## config.mk

```make
export PLATFORM = sky130hd
export DESIGN_NAME = p2lf_out
export DESIGN_NICKNAME = d
export VERILOG_FILES = /design/src/design/p2lf_pkg.sv /design/src/design/p2lf_out.sv
export SDC_FILE = /design/constraint.sdc
export NUM_CORES = 1
export LEC_CHECK = 0
export ABC_AREA = 1
export BUFFER_PORTS_ARGS = -buffer_cell sky130_fd_sc_hd__buf_2
export CAP_MARGIN = 10
export CORE_MARGIN = 8
export CORE_UTILIZATION = 35
export CTS_CLUSTER_SIZE = 10
export DETAILED_ROUTE_END_ITERATION = 8
export HOLD_SLACK_MARGIN = 0.12
export PLACE_DENSITY = 0.6
export SETUP_SLACK_MARGIN = 0.4
export SYNTH_ARGS = -nofsm -noshare
export SYNTH_HDL_FRONTEND = slang
export SYNTH_SLANG_ARGS = --single-unit
```

## constraint.sdc

```tcl
create_clock -name clk -period 4.3 [get_ports clk]
set_input_delay 0.43 -clock clk [delete_from_list [all_inputs] [get_ports clk]]
set_output_delay 0.43 -clock clk [all_outputs]
set_load 0.01 [all_outputs]
```

## src/design/p2lf_pkg.sv

```systemverilog
// ---------------------------------------------------------------------------
// p2lf_pkg
// Shared types and constants for the 3D point-to-line foot pipeline.
// ---------------------------------------------------------------------------
package p2lf_pkg;

	localparam int EPS_WIDTH = 16;
	localparam logic [EPS_WIDTH-1:0] EPS_RESET = 16'd1;

	typedef struct packed {
		logic       deg;
		logic       nneg;
		logic [2:0] dneg;
	} flags_t;

endpackage

```

## src/design/p2lf_out.sv

```systemverilog
// ---------------------------------------------------------------------------
// p2lf_out
// Rounding, offset from B, saturation and the output register.
// ---------------------------------------------------------------------------
module p2lf_out #(
	parameter int W = 32
) (
	input  logic                         clk,
	input  logic                         arst_n,
	input  logic                         in_valid,
	output logic                         in_ready,
	input  logic [2:0][W+1:0]            quo,
	input  logic [2:0][2*(W+1)+1:0]      rem,
	input  logic [2*(W+1)+1:0]           den,
	input  logic [2:0][W-1:0]            b,
	input  p2lf_pkg::flags_t             flags,
	output logic                         out_valid,
	input  logic                         out_ready,
	output logic [2:0][W-1:0]            foot,
	output logic                         degenerate,
	output logic                         overflow
);
	localparam int QB = W + 2;
	localparam int FW = W + 4;

	logic               v_q;
	logic               en;
	logic [2:0][W-1:0]  foot_q;
	logic               deg_q, ovf_q;

	logic [2:0][FW-1:0] f_w;
	logic [2:0][QB:0]   mag_w;
	logic [2:0][W-1:0]  sat_w;
	logic [2:0]         ovf_w;

	assign en       = !v_q || out_ready;
	assign in_ready = en;

	always_comb begin
		for (int i = 0; i < 3; i++) begin
			mag_w[i] = (QB+1)'(quo[i]) + (QB+1)'({rem[i], 1'b0} >= {1'b0, den});
			if (flags.nneg ^ flags.dneg[i]) begin
				f_w[i] = FW'($signed(b[i])) - FW'(mag_w[i]);
			end else begin
				f_w[i] = FW'($signed(b[i])) + FW'(mag_w[i]);
			end
			ovf_w[i] = !((&f_w[i][FW-1:W-1]) || !(|f_w[i][FW-1:W-1]));
			if (ovf_w[i]) begin
				sat_w[i] = f_w[i][FW-1] ? {1'b1, {(W-1){1'b0}}} : {1'b0, {(W-1){1'b1}}};
			end else begin
				sat_w[i] = f_w[i][W-1:0];
			end
		end
	end

	always_ff @(posedge clk or negedge arst_n) begin
		if (!arst_n) begin
			v_q <= 1'b0;
		end else if (en) begin
			v_q <= in_valid;
		end
	end

	always_ff @(posedge clk) begin
		if (en) begin
			if (flags.deg) begin
				foot_q <= b;
				ovf_q  <= 1'b0;
			end else begin
				foot_q <= sat_w;
				ovf_q  <= |ovf_w;
			end
			deg_q <= flags.deg;
		end
	end

	assign out_valid  = v_q;
	assign foot       = foot_q;
	assign degenerate = deg_q;
	assign overflow   = ovf_q;
endmodule
```

==> results of run 1 <==
[stage by stage]
stage               cells  worst slack [ns]  hold slack [ns]  util (%)  cell area (um^2)
detailed placement   5564             -3.19            0.208      52.9             32400
global placement     5564             -3.04            0.206      52.9             32400
floorplan            3367             -1.49            0.134         -             22200
global route         5739             -2.43            0.221      60.3             37000
finish               5744             -2.10            0.235      60.3             37000
CTS                  5698             -1.97            0.206      58.4             35800
[cell type report]
| type | count | area [um^2] |
|---|---|---|
| diodes | 23 | 57.6 |
| clock inverters | 6 | 53.8 |
| multi-input cells | 2902 | 19900 |
| repair buffers | 1585 | 11400 |
| well taps | 790 | 988 |
| fillers | 5689 | 24300 |
| flip-flops and latches | 99 | 2970 |
| clock buffers | 10 | 229 |
| inverters | 329 | 1340 |
[registers in the layout (all words and copies together), names as in the netlist]
| register | cells |
|---|---|
| out_valid | 1 |
| degenerate | 1 |
| foot | 96 |
| overflow | 1 |
[placed cells by master (no fill, tap or decap), types with 99 or more instances in the layout]
cell     count
ha_1       268
buf_2      567
xor2_1     120
buf_4      903
nor2_1     423
nand2_1    800
a21oi_1    199
nand3_1    111
a21oi_2     99
nand2_2    106
inv_1      279
[timing repair]
item | 4_1_cts | 5_1_grt
cloned | 17 | 2
buffers inserted | 100 | 21
pin swaps | 222 | 156
endpoints found under the hold margin | 1 | 0
hold buffers | 1 | 0
setup endpoints to repair | 97 | 97
resized for setup | 440 | 207
[where the power goes]
| group | switching (mW) | internal, mW | total [mW] |
|---|---|---|---|
| logic | 3.33 | 3.02 | 6.35 |
| clock network | 0.467 | 0.406 | 0.873 |
| registers | 0.0709 | 1.27 | 1.34 |
| total | 3.86 | 4.70 | 8.56 |
[metal layers]
metal / GRT usage [%] / vias up
met5: 0 / -
met4: 9.86 / 20
met3: 4.50 / 191
met2: 47.3 / 897
met1: 35.2 / 13000
li1: - / 14400
[path summary, 6_finish.rpt]
kind                       slack (ns)                    end                  start
max                             -2.10     foot[65]$_DFFE_PP_                den[36]
min                              0.23  out_valid$_DFFE_PN0P_               in_valid
max reg2reg                      2.57     foot[93]$_DFFE_PP_  out_valid$_DFFE_PN0P_
min reg2reg                      1.04  out_valid$_DFFE_PN0P_  out_valid$_DFFE_PN0P_
max in group asynchronous        3.87  out_valid$_DFFE_PN0P_                 arst_n
min in group asynchronous        0.34  out_valid$_DFFE_PN0P_                 arst_n
[logic make-up after synthesis]
| family | count (synthesis) |
|---|---|
| xor gates and xnor gates | 213 |
| adders and majority gates | 318 |
| AOI/OAI and AO/OA | 569 |
| buffers and inverters | 366 |
| and+or+nand+nor | 1802 |
| DFF | 99 |
[worst reg2reg max path, cell delays in order, from the launching register on]
cell and delay, ns:
dfrtp_1 0.42, nand2_4 0.56, buf_4 0.45
==> metrics.txt, run 1 <==
critical-path maximum fanout=6; largest net degree at the start of global routing=49; Synth Net Count=about 4,200; # DRC=0; Cell Area, Synth=21,500 um^2; initial antenna violation count=33; final setup TNS=-190.55 ns; kind of critical path=in -> reg; met1 WL=between 40 and 50 mm; Worst EP required=4.44 ns; largest family of logic cells by synthesized area=simple AND/OR/NAND/NOR gates; die area=between 60,000 and 70,000 um^2; Synth Area in Compound Gates=between 15 and 20%; final max-slew violation count=0; Post-synth ARST share=under 10%; worst r2r path cells=2; layout cells sized above 1=between 40 and 50%; Synth Area per Inst=roughly 6.4 um^2; hpwl dp=approximately 85 mm; area grow syn2layout=71.9%; IR drop worst, VDD=~0.24 mV; TritonCTS clock tree=yes; data arrival time of the worst path=~6.5 ns; leakage=18.6 nW; failing checks=negative setup slack; met2 wire length=a little under 50 mm; PwrDens=roughly 230 nW/um^2; ANT nets after route=0; initial core utilization=35.1%; Via density=~5; core box area=about 60,000 um^2; input/output buffers=just under 600; Via Count=approximately 29,000; DR pass1 iterations=5; library cells used by synthesis=55; 1st-iter DRT viols=approximately 1,700; post-synthesis sequential area ratio=between 10 and 15%; simple-gate area share of the yosys netlist=around 36%; crit-path max cell delay=0.36 ns; Final Power=roughly 8.6 mW; Commonest cells post-synth=935 x nand2_1, 481 x nor2_1, 322 x inv_1; Post-Route Skew=roughly 0.015 ns; most frequent cell after synthesis=nand2_1; Rel. slew slack=between 40% and 50%; max cap viols=0; worst path buffer plus inverter count=14; post-synth top area share=a little under a fifth; root buffer cell=clkbuf_16; nets=about 5,700; Clock Path Buffers=2; Least-Margin Pin Slew=0.784 ns; H-tree levels=3; Worst Hold Depth=3; vias in the first global route=around 28,000; gpl congestion=between 1 and 1.5; WL final=just over 100 mm; crit path max-delay cell type=o211ai_1; first-pass GRT wire length=roughly 150 mm; crit path capture type=flip-flop; I/O pin cnt=roughly 580; adder-cell share of the synthesized area=roughly a fifth; CTS buffer count=9; Total Routing Usage GR=around 28%; Top Layer Used=met5; Cells after Synth=around 3,400; Hold Path Class=in -> reg; Crit path depth=between 40 and 50; ys flop type=edfxtp_1; main area contributors after synthesis=ha_1 18%, nand2_1 16%, edfxtp_1 14%, nor2_1 8.4%, xor2_1 5.8%; RSZ-0062 raised after global routing=yes; total grt overflow=0; met3 wire len=6.04 mm; mux cell area share after synthesis=0%; Max Clock Freq=156 MHz; post-synth top area cell=ha_1; DIE HEIGHT=~260 um; final setup fails=slightly below 100; row cnt=91; synth warn=0; Seq cells post-synth=between 90 and 100; clk_lat worst skew=~0.4 ns; fin crit period=roughly 6.4 ns; status=finished with violations; CP startpoint kind=input pin; Final Worst Setup Slack=-2.10 ns; period utilization=149%; Most common cell on crit path=nand2_2; DR WL/cell=~18 um; Hold Vio Cnt, Final=0; Clock Sinks=99; number of flops mapped to enable cells by yosys=a little under 100; Die Width=about 260 um; Synth Area in XOR/XNOR=under 10%; clock transition at the registers of the reported paths=roughly 0.070 ns; delay-heaviest family, CP=simple AND/OR/NAND/NOR gates
(Power assumes the default switching activity.)
==> run 2: changes to the inputs <==
--- a/config.mk
+++ b/config.mk
@@ -12,6 +12,7 @@
 export CORE_UTILIZATION = 35
 export CTS_CLUSTER_SIZE = 10
 export DETAILED_ROUTE_END_ITERATION = 8
+export GPL_TIMING_DRIVEN = 0
 export HOLD_SLACK_MARGIN = 0.12
 export PLACE_DENSITY = 0.6
 export SETUP_SLACK_MARGIN = 0.4
==> metrics.txt, run 2 (synthesis gave the netlist of run 1 again) <==
Clock Path Buffers=2 (unchanged); max cap viols=0 (unchanged); ANT nets after route=0 (unchanged); H-tree levels=3 (unchanged); TritonCTS clock tree=yes; I/O pin cnt=579 (unchanged); DR WL/cell=19.2 um (+7.7%); input/output buffers=578 (unchanged); final setup fails=97 (unchanged); max reg flops=96 (unchanged); leakage=14.2 nW (-23%); IR drop worst, VDD=0.232 mV (-1.9%); total grt overflow=0 (unchanged); row cnt=91 (unchanged); Max Clock Freq=149 MHz (-4.9%); period utilization=156% (+7.6 points); gpl congestion=0.966 (-4.9%); kind of critical path=in -> reg; DR pass1 iterations=8 (+3); DIE HEIGHT=264 um (unchanged); failing checks=negative setup slack; hold_ws=0.230 ns (-0.00507 ns); Via Count=25,200 (-11%); nets=4,903 (-14%); # DRC=0 (unchanged); CTS buffer count=9 (unchanged); PwrDens=236 nW/um^2 (+2.0%); core box area=61,300 um^2 (unchanged); Die Width=264 um (unchanged); initial antenna violation count=29 (-12%); largest net degree at the start of global routing=55 (+12%); crit path max-delay cell type=ha_2; data arrival time of the worst path=6.86 ns (+0.32 ns); Via density=5.13 (+3.4%); Post-Route Skew=0.0134 ns (-0.00134 ns); crit-path max cell delay=0.39 ns (+0.03 ns); clock transition at the registers of the reported paths=0.08 ns (about the same); pre-CTS WS=-3.63 ns (-0.442 ns); final max-slew violation count=0 (unchanged); status=finished with violations; crit path capture type=flip-flop; clk_lat worst skew=0.39 ns (about the same); fin crit period=6.73 ns (+0.326 ns); Worst EP required=4.43 ns (about the same); WL final=94.4 mm (-7.8%); RSZ-0062 raised after global routing=yes; Clock Sinks=99 (unchanged); Least-Margin Pin Slew=0.822 ns (+0.0376 ns); Final Power=7.04 mW (-18%); die area=69,600 um^2 (unchanged); Post-Place Cell Area=26,100 um^2 (-19%); hpwl dp=80.6 mm (-4.9%); cell area after layout=29,800 um^2 (-19%); Final Worst Setup Slack=-2.43 ns (-0.326 ns); critical-path maximum fanout=6 (unchanged); commonest non-fill, non-tap cell in the layout=nand2_1; first-pass GRT wire length=139 mm (-10%); vias in the first global route=24,200 (-15%); 1st-iter DRT viols=1,565 (-6.9%); Most common cell on crit path=nor2_4; Hold Vio Cnt, Final=0 (unchanged); Rel. slew slack=45.2% (-2.5 points); Hold Path Class=in -> reg; Total Routing Usage GR=25.3% (-2.5 points); area grow syn2layout=38.7%; layout cells sized above 1=31.5% (-14 points); initial core utilization=35.1% (unchanged); CP startpoint kind=input pin; root buffer cell=clkbuf_16; most frequent cells in the layout=849 x nand2_1, 573 x buf_2, 431 x nor2_1
run 2: final timing paths:
kind                                        from               endpoint  slack [ns]  depth (start not counted)
min in group asynchronous                 arst_n  out_valid$_DFFE_PN0P_        0.33                          2
min                                     in_valid  out_valid$_DFFE_PN0P_        0.23                          3
max                                      den[67]     foot[74]$_DFFE_PP_       -2.43                         50
max in group asynchronous                 arst_n  out_valid$_DFFE_PN0P_        3.89                          2
max reg2reg                out_valid$_DFFE_PN0P_     foot[27]$_DFFE_PP_        2.58                          2
min reg2reg                out_valid$_DFFE_PN0P_  out_valid$_DFFE_PN0P_        1.03                          2
run 2: timing repair:
| action | in CTS | in global routing |
|---|---|---|
| endpoints found under the hold margin | 1 | 0 |
| gates resized for setup | 219 | 249 |
| endpoints found under the setup margin | 97 | 97 |
| setup buffers | 87 | 46 |
| gates cloned | 11 | 4 |
| pin swaps | 111 | 191 |
| hold buffers | 1 | 0 |
run 2: worst max-delay path: cells and delay by family:
family                     cells  cell delay [ns]
buffers and inverters         14             1.37
and+or+nand+nor               24             2.63
xor gates and xnor gates       2             0.35
AOI/OAI and AO/OA              6             0.89
adders and majority gates      4             1.17
run 2: final cells by class:
class,instances,area [um^2]
repair buffers,728,4470
flip-flops and latches,99,2970
well taps,790,988
clock buffers,9,225
inverters,329,1340
clock inverters,7,71.3
plain buffers,37,372
fillers,6263,31400
multi-input cells,2902,19300
diodes,18,45.0
run 2: per-stage QoR:
stage	utilization, %	std cells	setup TNS (ns)
floorplan	-	3367	-126.61
global placement	42.6	4735	-329.87
detailed placement	42.7	4736	-299.85
CTS	46.2	4851	-196.26
global route	48.7	4913	-234.64
finish	48.7	4919	-204.33
run 2: power by group:
part | internal, mW | switching [mW]
Clock | 0.412 | 0.471
Sequential | 1.27 | 0.0586
Combinational | 1.96 | 2.87
run 2: routing by layer:
metal	part of all wire [%]	GRT usage (%)
met5	0.16	0
met4	2.1	5.71
met3	5.7	4.31
met2	48	43.4
met1	45	32.8
==> run 3: changes to the inputs <==
--- a/config.mk
+++ b/config.mk
@@ -6,16 +6,17 @@
 export NUM_CORES = 1
 export LEC_CHECK = 0
 export ABC_AREA = 1
-export BUFFER_PORTS_ARGS = -buffer_cell sky130_fd_sc_hd__buf_2
 export CAP_MARGIN = 10
 export CORE_MARGIN = 8
-export CORE_UTILIZATION = 35
+export CORE_UTILIZATION = 45
 export CTS_CLUSTER_SIZE = 10
 export DETAILED_ROUTE_END_ITERATION = 8
+export DONT_BUFFER_PORTS = 1
 export GPL_TIMING_DRIVEN = 0
 export HOLD_SLACK_MARGIN = 0.12
-export PLACE_DENSITY = 0.6
+export PLACE_DENSITY = 0.63
 export SETUP_SLACK_MARGIN = 0.4
 export SYNTH_ARGS = -nofsm -noshare
 export SYNTH_HDL_FRONTEND = slang
 export SYNTH_SLANG_ARGS = --single-unit
+export TNS_END_PERCENT = 100
==> metrics.txt, run 3 (synthesis gave the netlist of run 1 again) <==
I/O pin cnt=579 (unchanged); Worst EP required=4.50 ns (+0.07 ns); row cnt=80 (-12%); critical-path maximum fanout=6 (unchanged); fillers=4,726 (-25%); Clock Sinks=99 (unchanged); Hold Vio Cnt, Final=0 (unchanged); max cap viols=0 (unchanged); Layout Cells excl Fill=4,135 (-16%); vias in the first global route=22,900 (-5.3%); TritonCTS clock tree=yes; first-pass GRT wire length=137 mm (-1.7%); final setup fails=97 (unchanged); Post-Route Skew=0.00814 ns (-0.00523 ns); WL final=92.5 mm (-2.0%); input/output buffers=0 (-100%); failing checks=negative setup slack; area grow syn2layout=21.3%; initial core utilization=45.3% (+10 points); DIE HEIGHT=235 um (-11%); nets=4,299 (-12%); ANT nets after route=0 (unchanged); delay-heaviest family, CP=simple AND/OR/NAND/NOR gates; final core utilization=55.0% (+6.3 points); Final Worst Setup Slack=-2.60 ns (-0.175 ns); fin crit period=6.90 ns (+0.175 ns); largest net degree at the start of global routing=55 (unchanged); die area=55,100 um^2 (-21%); leakage=11.7 nW (-17%); kind of critical path=in -> reg; Max Clock Freq=145 MHz (-2.5%); Final Power=6.40 mW (-9.1%); final setup TNS=-212.98 ns (-8.65 ns); Total Routing Usage GR=31.4% (+6.2 points); H-tree levels=3 (unchanged); Least-Margin Pin Slew=0.938 ns (+0.116 ns); core box area=47,400 um^2 (-23%); CTS buffer count=9 (unchanged); Die Width=235 um (-11%); total grt overflow=0 (unchanged); layout cells sized above 1=18.6% (-13 points); Hold Path Class=in -> reg; Via density=5.69 (+11%); crit-path max cell delay=0.76 ns (+0.37 ns); Most common cell on crit path=nand2_1; status=finished with violations; clock transition at the registers of the reported paths=0.08 ns (about the same); # DRC=0 (unchanged); worst path buffer plus inverter count=6 (-8); gpl congestion=1.01 (+4.3%); Via Count=23,500 (-6.8%); max reg flops=96 (unchanged); RSZ-0062 raised after global routing=yes; PwrDens=245 nW/um^2 (+3.9%); initial antenna violation count=10 (-66%); 1st-iter DRT viols=1,683 (+7.5%); Clock Path Buffers=2 (unchanged); most frequent cells in the layout=861 x nand2_1, 431 x nor2_1, 290 x inv_1; IR drop worst, VDD=0.173 mV (-25%); dpl cells=3,983 (-16%); period utilization=161% (+4.1 points); CP startpoint kind=input pin; crit path capture type=flip-flop; crit path max-delay cell type=o211ai_1; root buffer cell=clkbuf_16; DR WL/cell=22.4 um (+17%); DR pass1 iterations=6 (-2); hpwl dp=79.9 mm (-0.92%); Rel. slew slack=37.2% (-8.0 points); commonest non-fill, non-tap cell in the layout=nand2_1; clk_lat worst skew=0.38 ns (about the same); final max-slew violation count=0 (unchanged); data arrival time of the worst path=7.11 ns (+0.25 ns)
==> run 3: layout make-up <==
class / instances / area (um^2) / share of cell area, %
clock inverter: 7 / 95.1 / 0.364
sequential: 99 / 2970 / 11.4
buffer: 37 / 363 / 1.39
inverter: 329 / 1350 / 5.17
multi-input combinational: 2902 / 19000 / 72.9
tap: 615 / 769 / 2.95
timing repair buffer: 124 / 1260 / 4.84
antenna: 13 / 32.5 / 0.125
clock buffer: 9 / 225 / 0.863
==> run 3: where the power goes <==
group / switching [mW] / internal, mW / leakage [nW]
clock: 0.435 / 0.468 / 0.156
combinational: 2.40 / 1.62 / 10.6
sequential: 0.195 / 1.28 / 0.976
==> run 3: stage by stage <==
step                      setup slack, ns  area (um^2)  hold WS [ns]
final                               -2.60        26100         0.147
after global placement              -3.37        23000         0.135
after CTS                           -2.41        24600         0.136
after floorplan                     -1.49        22200         0.134
after detailed placement            -3.40        23000         0.135
after global routing                -2.88        26100         0.131
==> run 3: routing by layer <==
layer  GRT usage [%]  up-vias  wire [um]
met3            8.59      150       8010
met5               0        -          0
li1                -    11600          -
met4            10.6        0       3470
met1            36.4    10900      36500
met2            55.4      873      44500
==> run 3: worst paths after layout <==
| path | start | to | slack, ns | depth (start not counted) |
|---|---|---|---|---|
| worst max-delay path | den[16] | foot[91]$_DFFE_PP_ | -2.60 | 42 |
| worst min-delay path | flags[4] | degenerate$_DFFE_PP_ | 0.15 | 0 |
| worst max register to register | out_valid$_DFFE_PN0P_ | foot[25]$_DFFE_PP_ | 2.54 | 2 |
| worst min register to register | out_valid$_DFFE_PN0P_ | out_valid$_DFFE_PN0P_ | 1.10 | 2 |
| max in group asynchronous | arst_n | out_valid$_DFFE_PN0P_ | 3.91 | 1 |
| min in group asynchronous | arst_n | out_valid$_DFFE_PN0P_ | 0.27 | 1 |
==> run 3: repair_timing <==
action,in CTS,in global routing
endpoints found under the hold margin,1,0
endpoints found under the setup margin,97,97
resized for setup,158,218
hold buffers,1,0
pin swaps,78,135
cloned,9,3
buffers inserted,55,55
